File: src/rtl/mri_ram.sv
`timescale 1ns / 1ps
// Generic single-port-write, single-port-read RAM with registered read.
// No dependencies.
module mri_ram #(
  parameter int WIDTH = 16,
  parameter int DEPTH = 64
) (
  input  logic                     clk,
  input  logic                     we,
  input  logic [$clog2(DEPTH)-1:0] waddr,
  input  logic [WIDTH-1:0]         wdata,
  input  logic [$clog2(DEPTH)-1:0] raddr,
  output logic [WIDTH-1:0]         rdata
);
  logic [WIDTH-1:0] mem [DEPTH];

  // write and registered read
  always_ff @(posedge clk) begin
    if (we) mem[waddr] <= wdata;
    rdata <= mem[raddr];
  end
endmodule

File: config.mk
export PLATFORM = sky130hd
export DESIGN_NAME = mri_ram
export DESIGN_NICKNAME = d
export VERILOG_FILES = /design/src/rtl/mri_ram.sv
export SDC_FILE = /design/constraint.sdc
export NUM_CORES = 1
export LEC_CHECK = 0
export BUFFER_PORTS_ARGS = -buffer_cell sky130_fd_sc_hd__clkbuf_2
export CAP_MARGIN = 25
export CORE_ASPECT_RATIO = 1.75
export CORE_UTILIZATION = 40
export CTS_CLUSTER_DIAMETER = 40
export CTS_CLUSTER_SIZE = 10
export DETAILED_ROUTE_END_ITERATION = 16
export MAX_ROUTING_LAYER = met4
export PLACE_DENSITY = 0.55
export REMOVE_ABC_BUFFERS = 1
export SLEW_MARGIN = 15
export SYNTH_ARGS = -nofsm -noshare
export SYNTH_HDL_FRONTEND = slang
export SYNTH_SLANG_ARGS = --single-unit
export TNS_END_PERCENT = 30
File: constraint.sdc
create_clock -name clk -period 8 [get_ports clk]
set_input_delay 1.6 -clock clk [delete_from_list [all_inputs] [get_ports clk]]
set_output_delay 1.6 -clock clk [all_outputs]
set_load 0.02 [all_outputs]
* Yosys cells after proc, flatten, opt, wreduce, memory -nomap -nowiden
Memory sizes are Yosys's and may differ from the RTL's. A register that Yosys moved wholly into a read port is not among the register bits. Cells that the tools add are included. Widths: inputs -> output; s select.
Storage, ports and cells: register bits after elaboration 0, latch bits 0, output and inout bits 16, memories 1, logic and storage cells 3, ROM bits 0, memory bits (writable) 1024
Cells by class: equality and inequality tests 0, divide/modulo/power cells 0, shift operators 0, $add $sub $neg 0, bitwise operators 0, $lt $le $gt $ge 0, multipliers 0, reduce and logical (&&, ||, !) cells 0, muxes and demuxes 2
Memory list:
- mem | words 64, bits a word 16, rd ports 1, clocked after memory_dff 1, write ports 1, line 15 | logic [WIDTH-1:0] mem [DEPTH];
Operators with widths (number):
- $mux 1 | 2

* Longest topological paths before layout
Gate-level depths: netlist of the first run.
depth in word-level cells 2, depth in mapped cells 10

* Worst setup path after synthesis of the first run
Ideal clock, no wire load.
kind input to register, start input port waddr[3], end memory mem[48][0], enable pin, stages 4, data required time 7.591 ns, path buffers 1, slack 4.365 ns, arrival 3.226 ns, cell sequence clkbuf_1 -> nor2b_1 -> nand4b_1 -> nor3_1
RTL lines:
- from (decl) | line 10 | input logic [$clog2(DEPTH)-1:0] waddr,
- to (decl) | line 15
Straight into the memory's write port.

==> results of run 1 <==
[final timing paths]
kind                to  slack [ns]
min reg2reg  rdata[10]        0.86
max reg2reg   rdata[3]        5.53
max          rdata[13]        3.68
min          rdata[10]        0.86
[final cells by class]
type	count	area, um^2
fillers	8206	54200
flip-flops and latches	1040	31100
multi-input cells	685	8260
clock buffers	157	3100
well taps	1317	1650
repair buffers	140	1000
clock inverters	11	85.1
diodes	4	10.0
[Yosys cell counts]
cell	number	area [um^2]
edfxtp_1	1024	30700
mux4_2	220	4950
mux2i_1	85	851
nor2_1	72	270
nand2_1	59	221
a22oi_1	39	293
buf_2	36	180
nor2b_1	30	188
mux2_2	27	304
clkbuf_1	24	90.1
nand3_1	24	120
a21oi_1	17	85.1
buf_6	17	191
a221oi_1	16	140
dfxtp_1	16	320
buf_4	13	97.6
nand4_1	12	75.1
a211o_1	8	70.1
a211oi_1	8	60.1
a311oi_1	8	70.1
a31oi_1	8	50.1
a221o_1	6	60.1
a22o_1	6	52.6
a41oi_1	5	43.8
and4_1	5	43.8
buf_12	5	100
o21ai_0	5	25.0
mux4_1	4	105
buf_1	3	11.3
buf_8	3	45.0
nand2b_1	3	18.8
nor4_2	3	37.5
o21ai_1	3	15.0
and2_1	2	12.5
clkbuf_2	2	10.0
nand3b_1	2	15.0
nor2_2	2	12.5
nor3_1	2	10.0
clkbuf_4	1	7.51
nand2_4	1	11.3
nand4b_1	1	8.76
or3_1	1	6.26
or3b_2	1	8.76
[state kept, by name (all words and copies together) (netlist names)]
name,cells
mem,1024
rdata,16
[per-layer routing]
layer | vias to the layer above | part of all wire, % | global-route usage (%) | wire length, um
li1 | 7954 | - | - | -
met1 | 10200 | 36 | 24.7 | 38300
met2 | 577 | 55 | 38.8 | 57800
met3 | 177 | 4.2 | 3.19 | 4480
met4 | 0 | 5.1 | 10.8 | 5420
met5 | - | 0 | - | 0
[through the flow]
stage,std cells,instance area (um^2),util [%]
5_1_grt,3353,45200,45.5
6_report,3354,45200,45.5
4_1_cts,3349,45200,45.5
2_1_floorplan,1725,39300,-
3_5_place_dp,3181,42000,42.2
3_3_place_gp,3181,42000,42.2
[power by group]
| part | internal (uW) | total, uW | switching (uW) |
|---|---|---|---|
| sequential | 6040 | 6060 | 27.4 |
| clock | 2650 | 4680 | 2030 |
| combinational | 194 | 585 | 390 |
[cells by family after synthesis]
kind of cell,after synthesis,synth area share [%]
compound gates,129,2.41
buf+inv,104,1.83
flops,1040,77.6
mux,336,15.5
simple gates,220,2.65
[worst min-delay path: stages (launching register included)]
cell	delay (ns)
edfxtp_1	0.32
mux2i_1	0.06
nand2_1	0.07
a41oi_1	0.11
o21ai_0	0.09
and4_1	0.18
==> impl_metrics.py, run 1 <==
metrics = {
    "global_routing": {
        "grt_usage_pct": 22.2,
        "antenna_found_initial": 6,
        "grt_pass1_wl_um": 151000,
        "grt_overflow_total": 0,
        "grt_max_degree": 118,
        "grt_pass1_vias": 20000,
    },
    "pwr": {
        "powerDensity_nw_per_um2": 251,
        "finalPower_uw": 11300,
        "leakage_uw": 0.0142,
        "ir_worst_vdd_v": 0.000163,
    },
    "timing": {
        "setup_ws_ns": 3.68,
        "rsz0062_at_grt": "no",
        "finalClockSkew_ns": 0.0252,
        "maxSlewHeadroom_pct": 25.1,
        "fmax_mhz": 231,
        "period_needed_ns": 4.32,
        "tns_ns": 0,
        "finalCritPeriodShare_pct": 54.0,
        "slew_violations": 0,
        "hold_violations": 0,
        "worst_pin_slew_ns": 1.09,
        "hold_ws_ns": 0.858,
        "setup_violations": 0,
    },
    "worst_setup_path": {
        "cp.required_ns": 8.54,
        "cp.depth": 7,
        "crit_path_start_kind": "input port",
        "slowest_stage": "buf_12",
        "arrival_ns": 4.87,
        "crit_path_end_kind": "flip-flop",
        "critPathLaunch": "raddr[0]",
        "worst_path_largest_cell_delay_ns": 0.69,
        "path_buf_inv": 2,
        "rr_worst_depth": 5,
        "critPathTopFamily": "multiplexers",
        "cp_cell_sequence": "buf_8 > buf_12 > mux4_2 > mux2i_1 > nand3_1 > a31oi_1 > a311oi_1",
        "r2r-start": "mem[30][3]",
        "worst-path-max-fanout": 106,
        "crit_type": "input port to flip-flop",
    },
    "job": {
        "maxCapViolCount": 0,
    },
    "drt": {
        "wirelength_um": 106000,
        "routedWlPerCell_um": 31.6,
        "drt_iter0_drc": 1952,
        "drt_pass1_iterations": 7,
        "dr_total_vias": 18900,
        "ant_nets": 0,
        "drc": 0,
        "viasPerCell": 5.64,
    },
    "placement": {
        "portBuffers": 45,
        "dpl.hpwl_um": 65400,
        "gp_congestion": 0.878,
        "dp_slack_ns": 2.95,
    },
    "floorplanning": {
        "top_level_ports": 46,
        "coreArea_um2": 99400,
        "rows": 153,
        "die_y_um": 421,
        "die_width_um": 241,
        "die_area_um2": 101000,
        "start_util_pct": 40.3,
    },
    "yosys": {
        "synthesis.area_um2": 40000,
        "synth_cell_types": 43,
        "yosysWarningCount": 0,
        "ys_ff_latch": 1040,
        "ys_seq_area_share_pct": 77.6,
        "postSynthAreaPerCell_um2": 21.9,
        "synth_cells": 1829,
    },
    "clock_tree": {
        "root_buffer": "clkbuf_16",
        "path_clk_slew_ns": 0.06,
        "cts_sinks": 1040,
        "cts_setup_buffers": 0,
        "ctsResizeCount": 0,
        "htree_levels": 3,
        "cts_tree": "yes",
        "cts_hold_buf": 0,
        "cts_buffer_depth": 3,
        "cts_inserted_buffers": 116,
        "clk-insertion-delay-late_ns": 0.71,
    },
    "worst_hold_path": {
        "hp-class": "flip-flop to flip-flop",
        "hold_path_depth": 5,
        "hold_path.startpoint": "mem[56][10]",
    },
    "cells_and_area": {
        "final_common_cell": "edfxtp_1",
        "mostFrequentLayoutCells": "edfxtp_1, mux4_2, clkbuf_16",
        "drive_above_1_share_pct": 25.9,
        "area_growth_pct": 12.8,
        "nNetsFinal": 2013,
    },
    "run_status": {
        "status": "complete, no violations",
    },
}
Power figures use the tool's default switching activity.
==> run 2, diff against run 1 <==
--- a/config.mk
+++ b/config.mk
@@ -13,7 +13,7 @@
 export CTS_CLUSTER_SIZE = 10
 export DETAILED_ROUTE_END_ITERATION = 16
 export MAX_ROUTING_LAYER = met4
-export PLACE_DENSITY = 0.55
+export PLACE_DENSITY = 0.57
 export REMOVE_ABC_BUFFERS = 1
 export SLEW_MARGIN = 15
 export SYNTH_ARGS = -nofsm -noshare
==> constraint.sdc (replaced) <==
create_clock -name clk -period 3.75 [get_ports clk]
set_input_delay 0.75 -clock clk [delete_from_list [all_inputs] [get_ports clk]]
set_output_delay 0.75 -clock clk [all_outputs]
set_load 0.02 [all_outputs]
==> run 2 against run 1 <==
  * Combinational power is 130% higher
  * Sequential power is 110% higher
  * Hold slack got worse by 0.32 ns
  * Via count rose by 2.8%
  * Total power is 120% higher
  * Clock skew increased by 0.0034 ns
==> impl_metrics.py, run 2 (synthesis results as in run 1) <==
metrics = {
    "cells_and_area": {
        "drive_above_1_share_pct": 28.8,
        "layout_top_registers": "mem x1024, rdata x16",
        "post-route-util_pct": 46.5,
        "final_common_cell": "edfxtp_1",
        "regMostFlops": "mem",
        "largest_reg_flops": 1024,
        "mostFrequentLayoutCells": "edfxtp_1, mux4_2, buf_4",
        "nNetsFinal": 2102,
        "area_growth_pct": 15.3,
    },
    "worst_setup_path": {
        "crit_path_end_kind": "flip-flop",
        "crit_type": "input port to flip-flop",
        "crit_path_start_kind": "input port",
        "arrival_ns": 3.23,
        "worst-path-max-fanout": 44,
        "cp.required_ns": 4.31,
        "rrSetupSlack_ns": 1.56,
    },
    "placement": {
        "dp_slack_ns": 0.325,
        "gp_congestion": 0.888,
        "portBuffers": 45,
        "dpl.hpwl_um": 70900,
    },
    "pwr": {
        "pwr-share-comb_pct": 5.5,
        "switching_share_pct": 21.5,
        "clkPwrFrac_pct": 41.8,
        "finalPower_uw": 24500,
        "powerDensity_nw_per_um2": 532,
        "ir_worst_vdd_v": 0.000343,
        "leakage_uw": 0.0147,
        "p_sw_uw": 5260,
        "seqPwrFrac_pct": 52.7,
        "p_int_uw": 19300,
    },
    "timing": {
        "worst_pin_slew_ns": 1.06,
        "setup_violations": 0,
        "rsz0062_at_grt": "no",
        "period_needed_ns": 2.67,
        "finalClockSkew_ns": 0.0286,
        "finalCritPeriodShare_pct": 71.3,
        "slew_violations": 0,
        "setup_ws_ns": 1.08,
        "hold_violations": 0,
        "maxSlewHeadroom_pct": 29.2,
        "tns_ns": 0,
        "fmax_mhz": 374,
    },
    "clock_tree": {
        "cts_setup_buffers": 0,
        "ctsResizeCount": 0,
        "cts_hold_buf": 0,
        "path_clk_slew_ns": 0.05,
        "cts_buffer_depth": 3,
        "htree_levels": 3,
        "cts_sinks": 1040,
        "cts_tree": "yes",
        "cts_inserted_buffers": 117,
        "clk-insertion-delay-late_ns": 0.71,
        "root_buffer": "clkbuf_16",
    },
    "run_status": {
        "status": "complete, no violations",
    },
    "drt": {
        "wirelength_um": 108000,
        "drt_iter0_drc": 1662,
        "viasPerCell": 5.64,
        "routedWlPerCell_um": 31.2,
        "dr_total_vias": 19500,
        "ant_nets": 0,
        "drt_pass1_iterations": 7,
        "drc": 0,
    },
    "floorplanning": {
        "coreArea_um2": 99400,
        "die_area_um2": 101000,
        "start_util_pct": 40.3,
        "top_level_ports": 46,
        "die_width_um": 241,
        "rows": 153,
        "die_y_um": 421,
    },
    "global_routing": {
        "grt_max_degree": 65,
        "antenna_found_initial": 6,
        "grt_pass1_vias": 20600,
        "grt_usage_pct": 22.5,
        "grt_pass1_wl_um": 153000,
        "grt_overflow_total": 0,
    },
    "worst_hold_path": {
        "hp-class": "input port to flip-flop",
    },
    "job": {
        "maxCapViolCount": 0,
    },
}
-- run 2: changes by cell type in the layout (fill, tap and decap cells not counted), sizes merged --
cell	change
inv	-1
clkinv	-1
clkbuf	+7
clkinvlp	+1
buf	+88
diode	+1
bufinv	+3
-- run 2: worst paths after layout --
check | startpoint | to | cells after the start
worst max-delay path | raddr[2] | rdata[4] | 7
worst min-delay path | wdata[13] | mem[37][13] | 1
worst max register to register | mem[47][12] | rdata[12] | 4
worst min register to register | mem[40][0] | rdata[0] | 4
-- run 2: metrics by stage --
stage / cells / hold WS [ns] / area, um^2
6_report: 3452 / 0.534 / 46200
5_1_grt: 3452 / 0.528 / 46200
4_1_cts: 3442 / 0.619 / 46100
3_5_place_dp: 3265 / 0.851 / 42800
3_3_place_gp: 3263 / 0.823 / 42700
2_1_floorplan: 1725 / 0.760 / 39300
-- run 2: power by group through the flow --
stage | clock network (uW) | registers, uW | logic (uW)
floorplan | 0 | 13200 | 477
global placement | 0 | 13200 | 1340
detailed placement | 0 | 13200 | 1370
CTS | 10400 | 12900 | 1370
global route | 10800 | 12900 | 1420
finish | 10300 | 12900 | 1360
-- run 2: final cells by class --
class	instances	area [um^2]
Antenna cell	5	12.5
Sequential cell	1040	31100
Tap cell	1317	1650
Clock buffer	164	3130
Timing Repair Buffer	228	1880
Fill cell	8109	53200
Clock inverter	13	175
Multi-Input combinational cell	685	8250
-- run 2: worst max-delay path, cell delays in order --
cell and delay, ns:
buf_8 0.34, buf_12 0.32, buf_12 0.27, mux4_2 0.34, mux2_2 0.31, a221oi_1 0.71, a311oi_1 0.09
-- run 2: routing by layer --
| metal | global-route usage (%) | vias to the layer above | part of all wire, % |
|---|---|---|---|
| met5 | - | - | 0 |
| met4 | 11.8 | 0 | 5.5 |
| met3 | 3.02 | 208 | 4.0 |
| met2 | 39.9 | 609 | 55 |
| met1 | 24.3 | 10500 | 36 |
| li1 | - | 8135 | - |
