## config.mk

```make
export PLATFORM = sky130hd
export DESIGN_NAME = mri_cell
export DESIGN_NICKNAME = d
export VERILOG_FILES = /design/src/rtl/mri_pkg.sv /design/src/rtl/mri_cell.sv
export SDC_FILE = /design/constraint.sdc
export NUM_CORES = 1
export LEC_CHECK = 0
export ABC_AREA = 1
export BUFFER_PORTS_ARGS = -buffer_cell sky130_fd_sc_hd__buf_2
export CAP_MARGIN = 20
export CELL_PAD_IN_SITES_DETAIL_PLACEMENT = 2
export CELL_PAD_IN_SITES_GLOBAL_PLACEMENT = 2
export CORE_MARGIN = 3
export CORE_UTILIZATION = 21
export DETAILED_ROUTE_END_ITERATION = 8
export PLACE_DENSITY = 0.76
export RECOVER_POWER = 25
export SYNTH_ARGS = -nofsm -noshare
export SYNTH_HDL_FRONTEND = slang
export SYNTH_SLANG_ARGS = --single-unit
```

## constraint.sdc

```tcl
create_clock -name clk -period 1.2 [get_ports clk]
set_input_delay 0.06 -clock clk [delete_from_list [all_inputs] [get_ports clk]]
set_output_delay 0.06 -clock clk [all_outputs]
set_load 0.005 [all_outputs]
```

## src/rtl/mri_pkg.sv

```systemverilog
`timescale 1ns / 1ps
// Package for the MLP ReLU inference core: sizes, mode codes, helpers.
// No dependencies.
package mri_pkg;
  localparam int N_IN     = 60;
  localparam int N_LAYERS = 5;
  localparam int N_OUT    = 2;

  localparam int IDX_W    = 6;   // neuron / source index width
  localparam int LAY_W    = 3;
  localparam int CNT_W    = 7;
  localparam int ACC_W    = 40;
  localparam int PROD_W   = 32;
  localparam logic [CNT_W-1:0] COUNT_MAX = 7'd127;
  localparam int HW_DEPTH = N_LAYERS * N_IN * N_IN;
  localparam int HW_AW    = $clog2(HW_DEPTH);
  localparam int OW_DEPTH = N_OUT * N_IN;
  localparam int OW_AW    = $clog2(OW_DEPTH);
  localparam int NCELL    = N_IN;

  localparam logic [1:0] MODE_HID = 2'd0;
  localparam logic [1:0] MODE_OUT = 2'd1;
  localparam logic [1:0] MODE_SMP = 2'd2;

  typedef logic signed [15:0] word_t;
  typedef logic signed [ACC_W-1:0] acc_t;

  // ReLU, Q18.22 -> Q8.8 with saturation
  function automatic word_t relu_q88(input acc_t a);
    acc_t q;
    q = a >>> 14;
    if (a <= 0) return '0;
    if (q > acc_t'(32767)) return 16'sd32767;
    return word_t'(q[15:0]);
  endfunction
endpackage

```

## src/rtl/mri_cell.sv

```systemverilog
`timescale 1ns / 1ps
// One cell of the activation chain: holds one activation and passes it on.
// Depends on mri_pkg.
module mri_cell import mri_pkg::*; (
  input  logic  clk,
  input  logic  load,     // parallel load of a fresh value
  input  word_t load_val,
  input  logic  shift,    // rotate by one position
  input  word_t prev_val, // neighbor's value
  output word_t act
);
  word_t act_r, act_nxt;

  // load, rotate or hold
  always_comb begin
    act_nxt = act_r;
    if (load)       act_nxt = load_val;
    else if (shift) act_nxt = prev_val;
  end

  always_ff @(posedge clk) act_r <= act_nxt;

  assign act = act_r;
endmodule

```

==> Yosys cells after proc, flatten, opt, wreduce, memory -nomap -nowiden <==
Cells that the tools add are included.
{ "totals": {"register_bits": 16, "latchBits": 0, "ramBits": 0, "mem_bits_ro": 0, "input_bits": 35, "out_inout_bits": 16, "wordCells": 4, "memories": 0} }
{ "op_classes": {"add_sub_neg": 0, "n_mul": 0, "div": 0, "order_cmp": 0, "n_eq_ne": 0, "n_shift": 0, "mux": 2, "n_bitwise": 0, "reduce_logical": 1} }
{ "ops": {"columns": ["cell", "count"], "rows": [
  ["$mux 16", 2],
  ["$reduce_bool 2->1", 1]
]} }

==> Logic depth before layout (Yosys ltp) <==
Gate-level depths: netlist (run 1).
{ "logic_depth": {"depth_word": 2, "depth_mapped": 5, "depth_no_buf": 3} }

==> Worst setup path after synthesis (run 1) <==
OpenSTA, ideal clock, no wires.
{ "synth_path": {"kind": "input to register", "startpoint": "input port load", "endpoint": "register act_r[0], in the netlist act[0], enable pin", "setup_ns": 0.373, "arrival_time_ns": 0.599, "required_time_ns": 0.827, "setup_slack_ns": 0.229, "path_stages": 2, "path_buffers": 1, "cell_sequence": "buf_6 -> or2_1"} }
{ "synth_between": {"elab_chain_cells": 1} }
{ "synth_rtl": {"columns": ["element", "line_no", "text"], "rows": [
  ["start: declaration", "mri_cell.sv:6", "input logic load,"],
  ["$reduce_bool 2->1 (no source line)", null, null],
  ["end signal: assignment", "mri_cell.sv:21", "always_ff @(posedge clk) act_r <= act_nxt;"],
  ["end: declaration", "mri_cell.sv:12", "word_t act_r, act_nxt;"]
]} }
No other way between the ends.
A chain may end at the register's enable or synchronous reset.

==> Worst setup path after layout (run 1) <==
{ "layout_path": {"startpoint": "register act_r[12], in the netlist act[12]", "endpoint": "output port act[12]"} }
{ "layout_rtl": {"columns": ["element", "line_no", "text"], "rows": [
  ["end: declaration", "mri_cell.sv:10", "output word_t act"]
]} }
No word-level cell between the ends.

==> results of run 1 <==
metrics by stage:
stage	cells	setup WS, ps	area [sq um]	utilization	total power (W)
floorplan	69	228.5	730.7	-	0.0007985
detailed placement	161	121.0	1001	0.3150	0.0009282
finish	164	310.5	1010	0.3177	0.001177
CTS	164	288.5	1023	0.3220	0.001204
global route	164	281.4	1010	0.3177	0.001253
global placement	161	145.9	1001	0.3150	0.0009153
synthesized netlist by cell type, drive strengths merged:
cell type and instances:
buf 3, edfxtp 16, inv 1, or2 1, nand2 48
tightest hold or removal path, cell delays in order:
cell and delay, ps:
buf_2 80, nand2_1 40, nand2_1 50
metal layers:
layer	track usage	up-vias	share of wire
met2	0.2018	30	0.52
li1	-	325	-
met5	0	-	0
met3	0.03293	2	0.083
met1	0.1273	293	0.38
met4	0.07124	0	0.017
power groups by stage:
stage	logic (W)	clock network [W]	registers (W)
after floorplan	0.0000757	0	0.000723
after global placement	0.000203	0	0.000712
after detailed placement	0.000212	0	0.000716
after CTS	0.000212	0.000288	0.000704
after global routing	0.000231	0.000314	0.000708
final	0.000198	0.000277	0.000701
logic make-up after synthesis:
| kind of cell | Yosys count | share of synthesized area |
|---|---|---|
| DFF | 16 | 0.6575 |
| and+or+nand+nor | 49 | 0.2723 |
| buffers and inverters | 4 | 0.07021 |
final cells by class:
class                   instances  share of cell area
inverters                       1            0.008674
well taps                      44             0.05452
clock buffers                   3             0.02230
flip-flops and latches         16              0.4758
multi-input cells              49              0.1871
repair buffers                 51              0.2515
final timing paths:
check | from | to | slack (ps) | cells past startpoint
worst max-delay path | act[12] | act[12] | 310 | 1
worst min-delay path | prev_val[15] | act[15] | 40 | 3
==> key figures, run 1 <==
Outcome
  • Status: finished, final reports clean

Floorplanning
  • Die area: ~4200 sq um
  • Die width: between 60 and 70 microns
  • FP Rows: 20
  • Die Span Y: roughly 65 microns
  • Core area: 3178 sq um
  • Initial Util: 0.2299
  • # IOs: 51

Clocking
  • CTS Buf Count: 3
  • CTS-repair resized insts: 0
  • Post-CTS Hold Buffers: 0
  • H-tree levels: 1
  • Bufs on Longest Clock Path: 2
  • CTS tree: done
  • Clock slew at reported path FFs: approximately 90 ps
  • Clock Sinks: 16
  • Clock root cell: clkbuf_4
  • Setup Buffers After CTS: 0

Worst setup path
  • CP Max Fanout: 1
  • Critical-path top delay cell: edfxtp_1
  • Kind of critical path: reg2out
  • Worst path cell trace: buf_2
  • WP data arrival: approximately 830 ps
  • Critical path data required time: approximately 1100 ps
  • Delay-heaviest family, CP: flip-flops
  • Startpoint Class: flop
  • Worst path max stage delay: ~400 ps
  • Endpoint type of the worst setup path: output port
  • Worst path bufs/invs: 1

Global routing
  • Maximum number of pins on one net before global-route repair: 18
  • First-pass GRT wire length: ~3700 microns
  • GRT Resource Usage Total: 0.1176
  • Initial antenna violation count: 0
  • Vias in the first global route: around 700
  • GRT Residual Overflow: 0

Route
  • Routed WL: approximately 2200 microns
  • Drt pass-1 iters: 3
  • Vias per inst: around 4.0
  • DRC violation count after routing: 0
  • Drt initial violations: 11
  • Final ANT Viol Nets: 0
  • Mean routed wirelength per cell: between 10 and 15 microns
  • Vias: 650

STA
  • Final hold slack: between 40 and 50 ps
  • Final hold vios: 0
  • Maximum clock rate: roughly 1100 MHz
  • Min Tclk post-route: roughly 890 ps
  • Final setup vio count: 0
  • Slew HR: 0.5691
  • RSZ-0062 raised after global routing: false
  • Worst-Margin Slew: around 650 ps
  • Fin. max-slew vios: 0
  • Setup_tns: 0 ps
  • Tcrit/Tclk final: 0.7412

Power
  • P_int: 0.0008995 W
  • Net Sw Power: ~0.00028 W
  • Sw Share: 0.2358
  • Sequential power share: 0.596
  • Leak: approximately 0.53 nW
  • Comb pwr share: 0.168
  • PD cells: around 1200 nW/um^2
  • Clk pwr share: 0.236
  • Peak VDD IR: between 0.2 and 0.3 mV

Run
  • Max Cap Viol: 0

Synthesis
  • Mapped Cells: 69
  • Synth top area cells: edfxtp_1, nand2_1, nand2_2
  • Avg Synthesized Cell Area: between 10 and 15 sq um
  • Synth top area share: 0.6575
  • Area leader, netlist: edfxtp_1
  • Synth cell types: 7
  • Mapped Nets: between 100 and 150
  • Sequential-to-total area share from yosys stat: 0.6575
  • Number of synthesized register bits: 16
  • Synthesized cell area: between 700 and 800 sq um
  • Yosys warning count: 0

Layout
  • Area growth from synthesis to layout: 38.19%
  • Antenna diodes: 0
  • Register Area: 480.5 sq um
  • Filler cell count: 400
  • Multi-input logic area: ~190 sq um
  • Commonest non-fill, non-tap cells in the layout: buf_2, nand2_1, edfxtp_1, clkbuf_4
  • Number of flip-flops in the largest register: 16
  • Most common cell after layout, fill and taps aside: buf_2
  • Ratio of cells with drive above 1 in the final layout: 0.4583
  • Nets: around 160

Placement
  • Final GP Congestion: ~0.73
  • DPL Wire Length: ~1700 microns
  • Port-buffer cells: 50

Hold path
  • Hold Crit Class: in2reg
(Power assumes the default switching activity.)
==> inputs of run 2 (changes only) <==
--- a/config.mk
+++ b/config.mk
@@ -11,9 +11,9 @@
 export CELL_PAD_IN_SITES_DETAIL_PLACEMENT = 2
 export CELL_PAD_IN_SITES_GLOBAL_PLACEMENT = 2
 export CORE_MARGIN = 3
-export CORE_UTILIZATION = 21
+export CORE_UTILIZATION = 19
 export DETAILED_ROUTE_END_ITERATION = 8
-export PLACE_DENSITY = 0.76
+export PLACE_DENSITY = 0.73
 export RECOVER_POWER = 25
 export SYNTH_ARGS = -nofsm -noshare
 export SYNTH_HDL_FRONTEND = slang
==> constraint.sdc (replaced) <==
create_clock -name clk -period 0.8 [get_ports clk]
set_input_delay 0.04 -clock clk [delete_from_list [all_inputs] [get_ports clk]]
set_output_delay 0.04 -clock clk [all_outputs]
set_load 0.005 [all_outputs]
==> run 2 against run 1 <==
The run now ends with negative setup slack left. Non-clock buffer count is 1 higher. Via count is 4.8% higher. Cell count is 1.8% higher. Sequential power is 51% higher. Sequential cell count stayed put.
==> key figures, run 2 (same netlist as run 1, synthesis figures left out) <==
Outcome
  • Status: finished with violations
  • Violated checks: negative setup slack

Floorplanning
  • Die area: ~4600 sq um
  • Core area: 3521 sq um
  • # IOs: 51
  • Die Span Y: slightly below 70 microns
  • Die width: 68.02 microns
  • Initial Util: 0.2075
  • FP Rows: 21

Power
  • Peak VDD IR: approximately 0.45 mV
  • PD cells: 1875 nW/um^2
  • Leak: 0.5401 nW

Hold path
  • Hold EP: act[2]
  • Hold path cells: 3
  • Hold path start: prev_val[2]
  • Hold Crit Class: in2reg

STA
  • Slew HR: 0.7326
  • Maximum clock rate: approximately 1200 MHz
  • Worst setup margin: -4.972 ps
  • Fin. max-slew vios: 0
  • Final hold slack: between 60 and 70 ps
  • Worst-Margin Slew: around 400 ps
  • Tcrit/Tclk final: 1.006
  • RSZ-0062 raised after global routing: true
  • Final setup vio count: 1
  • Final hold vios: 0
  • Min Tclk post-route: 805.0 ps

Route
  • Mean routed wirelength per cell: ~14 microns
  • Vias per inst: approximately 4.1
  • Vias: ~680
  • Final ANT Viol Nets: 0
  • Drt pass-1 iters: 4
  • Drt initial violations: 5
  • Routed WL: roughly 2300 microns
  • DRC violation count after routing: 0

Worst setup path
  • CP Max Fanout: 1
  • Endpoint type of the worst setup path: output port
  • Worst path bufs/invs: 1
  • Delay-heaviest family, CP: flip-flops
  • Worst path cell trace: buf_2
  • Critical-path top delay cell: edfxtp_1
  • Worst path max stage delay: around 380 ps
  • Startpoint Class: flop
  • Kind of critical path: reg2out
  • WP data arrival: between 700 and 800 ps
  • Critical path data required time: ~760 ps

Layout
  • Most common cell after layout, fill and taps aside: buf_2
  • Antenna diodes: 0
  • Commonest non-fill, non-tap cells in the layout: buf_2, nand2_1, edfxtp_1, nand2_2, clkbuf_8
  • Ratio of cells with drive above 1 in the final layout: 0.5041
  • Area growth from synthesis to layout: 43.49%
  • Number of flip-flops in the largest register: 16
  • Nets: 158

Global routing
  • Vias in the first global route: between 700 and 800
  • GRT Resource Usage Total: 0.1080
  • GRT Residual Overflow: 0
  • Maximum number of pins on one net before global-route repair: 17
  • First-pass GRT wire length: 3546 microns
  • Initial antenna violation count: 0

Clocking
  • CTS tree: done
  • Clock Sinks: 16
  • CTS-repair resized insts: 0
  • Bufs on Longest Clock Path: 2
  • CTS Buf Count: 3
  • Setup Buffers After CTS: 0
  • H-tree levels: 1
  • Clock slew at reported path FFs: around 60 ps
  • Clock root cell: clkbuf_8

Placement
  • DPL Wire Length: 1854 microns
  • Final GP Congestion: about 0.65
  • Port-buffer cells: 50
  • Pre-CTS setup slack: -17.99 ps

Run
  • Max Cap Viol: 0
## run 2: power breakdown
group | switching (W) | internal (W) | leakage, nW | total (W)
Sequential | 0.0000248 | 0.00103 | 0.165 | 0.00106
Combinational | 0.000159 | 0.000152 | 0.354 | 0.000312
Clock | 0.000266 | 0.000333 | 0.0216 | 0.000599
## run 2: per-layer routing
| metal | vias to the layer above | global-route usage | wire length (microns) |
|---|---|---|---|
| li1 | 326 | - | - |
| met1 | 312 | 0.1352 | 908 |
| met2 | 37 | 0.1673 | 1109 |
| met3 | 6 | 0.03941 | 211 |
| met4 | 0 | 0.04467 | 45 |
| met5 | - | 0 | 0 |
## run 2: worst max-delay path by stage
stage / slack (ps) / from / cells after the start / end
floorplan: 50 / load / 2 / act[0]
global placement: 30 / load / 2 / act[10]
detailed placement: -20 / load / 5 / act[15]
CTS: -20 / act[15] / 1 / act[15]
global route: -50 / act[15] / 1 / act[15]
finish: -5 / act[15] / 1 / act[15]
## run 2: metrics by stage
stage | power (W) | instances | setup TNS [ps] | utilization | area [sq um]
after floorplan | 0.001200 | 69 | 0 | - | 733.2
after global placement | 0.001383 | 164 | 0 | 0.2878 | 1013
after detailed placement | 0.001399 | 164 | -18.84 | 0.2878 | 1013
after CTS | 0.001995 | 167 | -45.06 | 0.2996 | 1055
after global routing | 0.002097 | 167 | -674.9 | 0.2978 | 1049
final | 0.001966 | 167 | -4.972 | 0.2978 | 1049
## run 2: repair_timing
item | 4_1_cts | 5_1_grt
hold buffers | 0 | 0
endpoints found under the setup margin | 4 | 16
hold endpoints to repair | 0 | 0
## run 2: layout make-up
cell class / instances / area [sq um]
Clock buffer: 3 / 41.29
Fill cell: 425 / 2472
Inverter: 1 / 8.758
Multi-Input combinational cell: 49 / 198.9
Sequential cell: 16 / 480.5
Tap cell: 46 / 57.56
Timing Repair Buffer: 52 / 261.5
